`config.mk`:
```
export PLATFORM = sky130hd
export DESIGN_NAME = tcw_cursor
export DESIGN_NICKNAME = d
export VERILOG_FILES = /design/src/hdl/tcw_pkg.sv /design/src/hdl/tcw_cursor.sv
export VERILOG_INCLUDE_DIRS = /design/src /design/src/hdl
export SDC_FILE = /design/constraint.sdc
export NUM_CORES = 1
export LEC_CHECK = 0
export ABC_AREA = 1
export BUFFER_PORTS_ARGS = -buffer_cell sky130_fd_sc_hd__buf_2
export CAP_MARGIN = 40
export CORE_MARGIN = 5
export CORE_UTILIZATION = 45
export DETAILED_ROUTE_END_ITERATION = 10
export PLACE_DENSITY = 0.8
export SETUP_SLACK_MARGIN = 0.1
export SKIP_LAST_GASP = 1
export SYNTH_ARGS = -nofsm -noshare
export SYNTH_HDL_FRONTEND = slang
export SYNTH_SLANG_ARGS = --single-unit
export TNS_END_PERCENT = 100
```
`constraint.sdc`:
```
create_clock -name i_clk -period 3.5 [get_ports i_clk]
set_input_delay 0.875 -clock i_clk [delete_from_list [all_inputs] [get_ports i_clk]]
set_output_delay 0.875 -clock i_clk [all_outputs]
set_load 0.01 [all_outputs]
```
`src/hdl/assert_macros.svh`:
```
// Assertion macros shared by the console RTL.
// Define NO_ASSERTIONS to compile them out; no other dependencies.
`ifndef ASSERT_MACROS_SVH
`define ASSERT_MACROS_SVH

`ifndef NO_ASSERTIONS

// Property checked at every rising clock edge outside of reset.
`define ASSERT_AT(lbl, clk, rstn, prop) \
    lbl: assert property (@(posedge clk) disable iff (!(rstn)) (prop)) \
        else $error("%m: assertion failed");

// Condition that must never hold outside of reset.
`define ASSERT_NEVER(lbl, clk, rstn, cond) \
    lbl: assert property (@(posedge clk) disable iff (!(rstn)) !(cond)) \
        else $error("%m: forbidden condition seen");

`else

`define ASSERT_AT(lbl, clk, rstn, prop)
`define ASSERT_NEVER(lbl, clk, rstn, cond)

`endif

`endif

```
`src/hdl/tcw_pkg.sv`:
```
// Shared types and codes for the text console writer.
// No dependencies; imported by tcw_cursor and text_console_writer.
package tcw_pkg;

    // action codes of an input beat
    localparam logic [1:0] ACT_PUT   = 2'd0;
    localparam logic [1:0] ACT_CLEAR = 2'd1;
    localparam logic [1:0] ACT_READ  = 2'd2;

    // control bytes and blank
    localparam logic [7:0] CHR_BS    = 8'h08;
    localparam logic [7:0] CHR_TAB   = 8'h09;
    localparam logic [7:0] CHR_LF    = 8'h0A;
    localparam logic [7:0] CHR_CR    = 8'h0D;
    localparam logic [7:0] CHR_BLANK = 8'h20;

    localparam logic [7:0] ATTR_RESET = 8'd15;

    // register index decoded from paddr[2]
    localparam logic REG_TEXT_ATTR = 1'b0;

    typedef struct packed {
        logic       step;   // apply a put byte
        logic       home;   // cursor to row 0, column 0
        logic [7:0] code;
    } t_cur_ctl;

    typedef struct packed {
        logic scroll;       // this step moves past the bottom row
        logic printable;    // this step stores a character at the cursor
    } t_cur_stat;

    function automatic logic [15:0] blank_cell(input logic [7:0] attr);
        return {attr, CHR_BLANK};
    endfunction

endpackage

```
`src/hdl/tcw_cursor.sv`:
```
// Cursor registers and put-byte decode: column, row, tab phase, wrap and scroll.
// Depends on tcw_pkg and assert_macros.svh.
`include "assert_macros.svh"

module tcw_cursor import tcw_pkg::*; #(
    parameter int COLUMNS = 80,
    parameter int ROWS = 25,
    parameter int TAB_WIDTH = 8,
    localparam int AW = $clog2(ROWS * COLUMNS)
) (
    input  logic          i_clk,
    input  logic          i_rst_n,
    input  t_cur_ctl      i_ctl,
    output t_cur_stat     o_stat,
    output logic [AW-1:0] o_cell_addr,
    output logic [10:0]   o_location
);

    localparam int CLW = $clog2(COLUMNS);
    localparam int NCW = $clog2(COLUMNS + TAB_WIDTH);
    localparam int RW  = $clog2(ROWS);
    localparam int RW1 = RW + 1;
    localparam int PW  = $clog2(TAB_WIDTH);
    localparam int LW  = (AW > 11) ? AW : 11;

    logic [CLW-1:0] r_col;
    logic [RW-1:0]  r_row;
    logic [PW-1:0]  r_phase;   // column modulo tab width

    logic [NCW-1:0] n_col;
    logic [RW1-1:0] n_row;
    logic [PW-1:0]  n_phase;
    logic           w_row_inc;
    logic           w_print;
    logic           w_scroll;
    logic [AW-1:0]  w_lin;
    logic [LW-1:0]  w_lin_wide;

    always_comb begin
        n_col     = NCW'(r_col);
        n_phase   = r_phase;
        w_row_inc = 1'b0;
        w_print   = 1'b0;
        unique case (i_ctl.code)
            CHR_BS: begin
                if (r_col != '0) begin
                    n_col   = NCW'(r_col) - NCW'(1);
                    n_phase = (r_phase == '0) ? PW'(TAB_WIDTH - 1) : r_phase - PW'(1);
                end
            end
            CHR_TAB: begin
                n_col   = NCW'(r_col) + NCW'(TAB_WIDTH) - NCW'(r_phase);
                n_phase = '0;
            end
            CHR_CR: begin
                n_col   = '0;
                n_phase = '0;
            end
            CHR_LF: begin
                n_col     = '0;
                n_phase   = '0;
                w_row_inc = 1'b1;
            end
            default: begin
                // 0x20..0x7F print; everything else leaves the cursor alone
                if (i_ctl.code >= CHR_BLANK && !i_ctl.code[7]) begin
                    w_print = 1'b1;
                    n_col   = NCW'(r_col) + NCW'(1);
                    n_phase = (r_phase == PW'(TAB_WIDTH - 1)) ? '0 : r_phase + PW'(1);
                end
            end
        endcase
        if (n_col >= NCW'(COLUMNS)) begin
            n_col     = '0;
            n_phase   = '0;
            w_row_inc = 1'b1;
        end
        n_row    = RW1'(r_row) + RW1'(w_row_inc);
        w_scroll = (n_row >= RW1'(ROWS));
        if (w_scroll) begin
            n_row = RW1'(ROWS - 1);
        end
    end

    always_ff @(posedge i_clk) begin
        if (!i_rst_n || i_ctl.home) begin
            r_col   <= '0;
            r_row   <= '0;
            r_phase <= '0;
        end else if (i_ctl.step) begin
            r_col   <= n_col[CLW-1:0];
            r_row   <= n_row[RW-1:0];
            r_phase <= n_phase;
        end
    end

    assign o_stat.scroll    = i_ctl.step & w_scroll;
    assign o_stat.printable = i_ctl.step & w_print;

    assign w_lin       = AW'(r_row) * AW'(COLUMNS) + AW'(r_col);
    assign w_lin_wide  = LW'(w_lin);
    assign o_cell_addr = w_lin;
    assign o_location  = w_lin_wide[10:0];

    `ASSERT_AT(a_col_bound, i_clk, i_rst_n, NCW'(r_col) < NCW'(COLUMNS))
    `ASSERT_AT(a_row_bound, i_clk, i_rst_n, RW1'(r_row) < RW1'(ROWS))

endmodule
```
==> impl_metrics.ini <==
[outcome]
status = finished, violations left
violations = setup timing

[critical_path]
critPathCaptureType = primary output
slowest_stage = fa_2
start_kind = flip-flop
crit_path_max_incr_delay_ns = 0.34
r2r_cells = 24
cp.depth = 23
worst_ep_required_time_ns = 2.62
cp_cell_sequence = inv_2, ha_4, ha_4, fa_2, nand2_2, nand3_2, nand2_1, nand2_1, nand2_1, nand2_1, inv_1, nand2_2, nand2_2, nand2_4, nand2_8, o21ai_2, ha_4, ha_4, nor2_1, a21oi_1, a21oi_2, nor2_1, buf_2
crit_buf_inv = 3
crit_family = adder cells
worstPathMaxFanout = 3
crit_type = flip-flop to primary output
critPathArrivalTime_ns = 3.07

[pwr]
peakVddDrop_mv = 0.1401
p_int_mw = 0.3225
power_density_mw_per_mm2 = 185.1
p_sw_share_pct = 34.66
p_leak_nw = 1.326
power_switching_mw = 0.1711
fin_total_pwr_mw = 0.4936
p_clk_share_pct = 30.6
p_comb_share_pct = 33.1
pwr-share-seq_pct = 36.3

[floorplanning]
rows = 25
core_area_mm2 = 0.004692
ios = 36
die_width_um = 79.12
die_area_mm2 = 0.006259
initial_utilization_pct = 45.81
die_y_um = 79.12

[timing]
relSlewSlack_pct = 67.99
finalSetupTns_ns = -0.4491
rsz0062_at_grt = yes
max_freq_mhz = 253.2
hold_viol_final = 0
period_needed_ns = 3.949
finalSetupViolCount = 1
tightestPinTransition_ns = 0.4796
skew_ns = 0.006183
hold_ws_ns = 0.5556
setup_slack_ns = -0.4491
drv_slew = 0
period_share_pct = 112.8

[global_route]
antenna_found_initial = 0
grt_pass1_wl_um = 9611
grt_pass1_vias = 2155
grt_start_max_net_pins = 21
grt_usage_pct = 18.78
grt-ovfl-total = 0

[place]
place_congestion = 0.9647
dp_slack_ns = -0.4070
hpwl_um = 4530
port_buffers = 35
dp.cells = 412

[logic_synthesis]
post_synth.cell_area_avg_um2 = 6.868
synth_seq_area_share_pct = 13.97
yosysTopAreaCell = ha_1
synth_most_common_cell = nand2_1
synthTopCellsByCount = nand2_1 (72), inv_1 (32), ha_1 (27), nand3_1 (25), a21oi_1 (20)
syn_inst = 313
synthTopCellsByArea = ha_1 (16%), dfxtp_1 (14%), nand2_1 (13%)
synth_cell_type_count = 36
syn_area_mm2 = 0.002150
synth-main-ff-cell = dfxtp_1
synth_edf_count = 0
yosysWarnings = 0
async_flop_share_pct = 0
syn-num-nets = 355
synth.top_cell.area_share_pct = 15.72
ys_ff_latch = 15

[cells_and_area]
drive_above_1_share_pct = 35.54
area_growth_pct = 24.04
fin_cells = 417
num-nets-final = 406
antennaDiodeCount = 0

[min_path]
hold_class = flip-flop to flip-flop
min_path_cells = 2

[routing]
wl_um = 5535
drt_pass1_iterations = 4
wire_per_inst_um = 13.27
ant_nets = 0
drc = 0
drtIter0Drc = 95
vias_per_cell = 5.278
vias = 2201

[cts]
ctsHoldBuffers = 0
cts_buffer_depth = 2
numCtsBuffers = 3
clk_pin_slew_ns = 0.07
clk-insertion-delay-late_ns = 0.26
cts.sinks = 15
cts_tree = yes
ctsRootBufferMaster = clkbuf_8
ctsHtreeMaxLevel = 1

[job]
maxCapViolCount = 0
[per-stage QoR]
step           util, %  cell area [µm²]
6_report         56.83             2666
5_1_grt          56.83             2666
4_1_cts          56.80             2665
3_5_place_dp     54.83             2572
3_3_place_gp     54.83             2572
2_1_floorplan        -             2250
[state kept, by name (all words and copies together), names as in the netlist]
| name | cells |
|---|---|
| r_col | 7 |
| r_row | 5 |
| r_phase | 3 |
[power groups by stage]
| stage | Combinational (mW) | Clock (mW) | Sequential (mW) |
|---|---|---|---|
| finish | 0.163 | 0.151 | 0.179 |
| global route | 0.182 | 0.162 | 0.180 |
| CTS | 0.163 | 0.152 | 0.179 |
| detailed placement | 0.160 | 0 | 0.183 |
| global placement | 0.154 | 0 | 0.183 |
| floorplan | 0.111 | 0 | 0.184 |
[path summary, 6_finish.rpt]
| kind | to | slack, ns | from |
|---|---|---|---|
| hold / removal | r_row[1] | 0.56 | r_row[1] |
| setup reg to reg | r_row[2] | 0.35 | r_phase[1] |
| setup / recovery | o_stat[1] | -0.45 | r_phase[1] |
| hold reg to reg | r_row[1] | 0.56 | r_row[1] |
[kinds of logic (layout without fill, tap and decap cells)]
kind of cell | after synthesis | in the layout | share of synthesized area [%]
AOI/OAI and AO/OA | 43 | 43 | 11.76
xor gates and xnor gates | 16 | 16 | 6.519
adders and majority gates | 30 | 30 | 18.51
buffers and inverters | 60 | 110 | 14.09
DFF | 15 | 15 | 13.97
and+or+nand+nor | 149 | 149 | 35.16
[worst min-delay path, stage by stage, from the launching register on]
cell,delay (ns)
dfxtp_2,0.37
nand2_1,0.08
a21oi_1,0.07
[cell usage in the layout (no fill, tap or decap), types with 2 or more instances in the layout]
master,instances
nand2_1,71
buf_2,35
buf_4,31
inv_1,27
nand3_1,22
ha_1,21
a21oi_1,19
nor2_1,16
o21ai_0,13
dfxtp_1,11
xor2_1,10
nand2_2,8
inv_2,7
nand3_2,7
nand4_1,6
ha_4,6
nor2_4,5
xnor2_1,5
nor2_2,4
nand2_4,4
o221ai_1,3
clkbuf_8,3
dfxtp_2,3
clkinv_1,2
inv_4,2
a21oi_2,2
or2_2,2
o211ai_1,2
fa_1,2
[routing by layer]
metal  vias to the layer above  GRT usage [%]  routed length (µm)
met3                        12          1.927                 261
li1                       1105              -                   -
met2                        61          33.67                2811
met4                         0          6.701                 104
met5                         -              0                   0
met1                      1023          23.13                2358
[area by class of cell]
class | instances | area, µm²
clock buffers | 3 | 41.29
clock inverters | 1 | 5.005
fillers | 425 | 2026
inverters | 40 | 167.7
multi-input cells | 238 | 1669
flip-flops and latches | 15 | 307.8
well taps | 54 | 67.56
repair buffers | 66 | 407.9
[what timing repair did]
| action | 4_1_cts | 5_1_grt |
|---|---|---|
| buffers inserted | 1 | 0 |
| gates resized for setup | 5 | 2 |
| endpoints found under the setup margin | 1 | 3 |
| pin swaps | 4 | 1 |
| cloned | 0 | 0 |
Note: power is estimated with default switching activity, not from simulation.
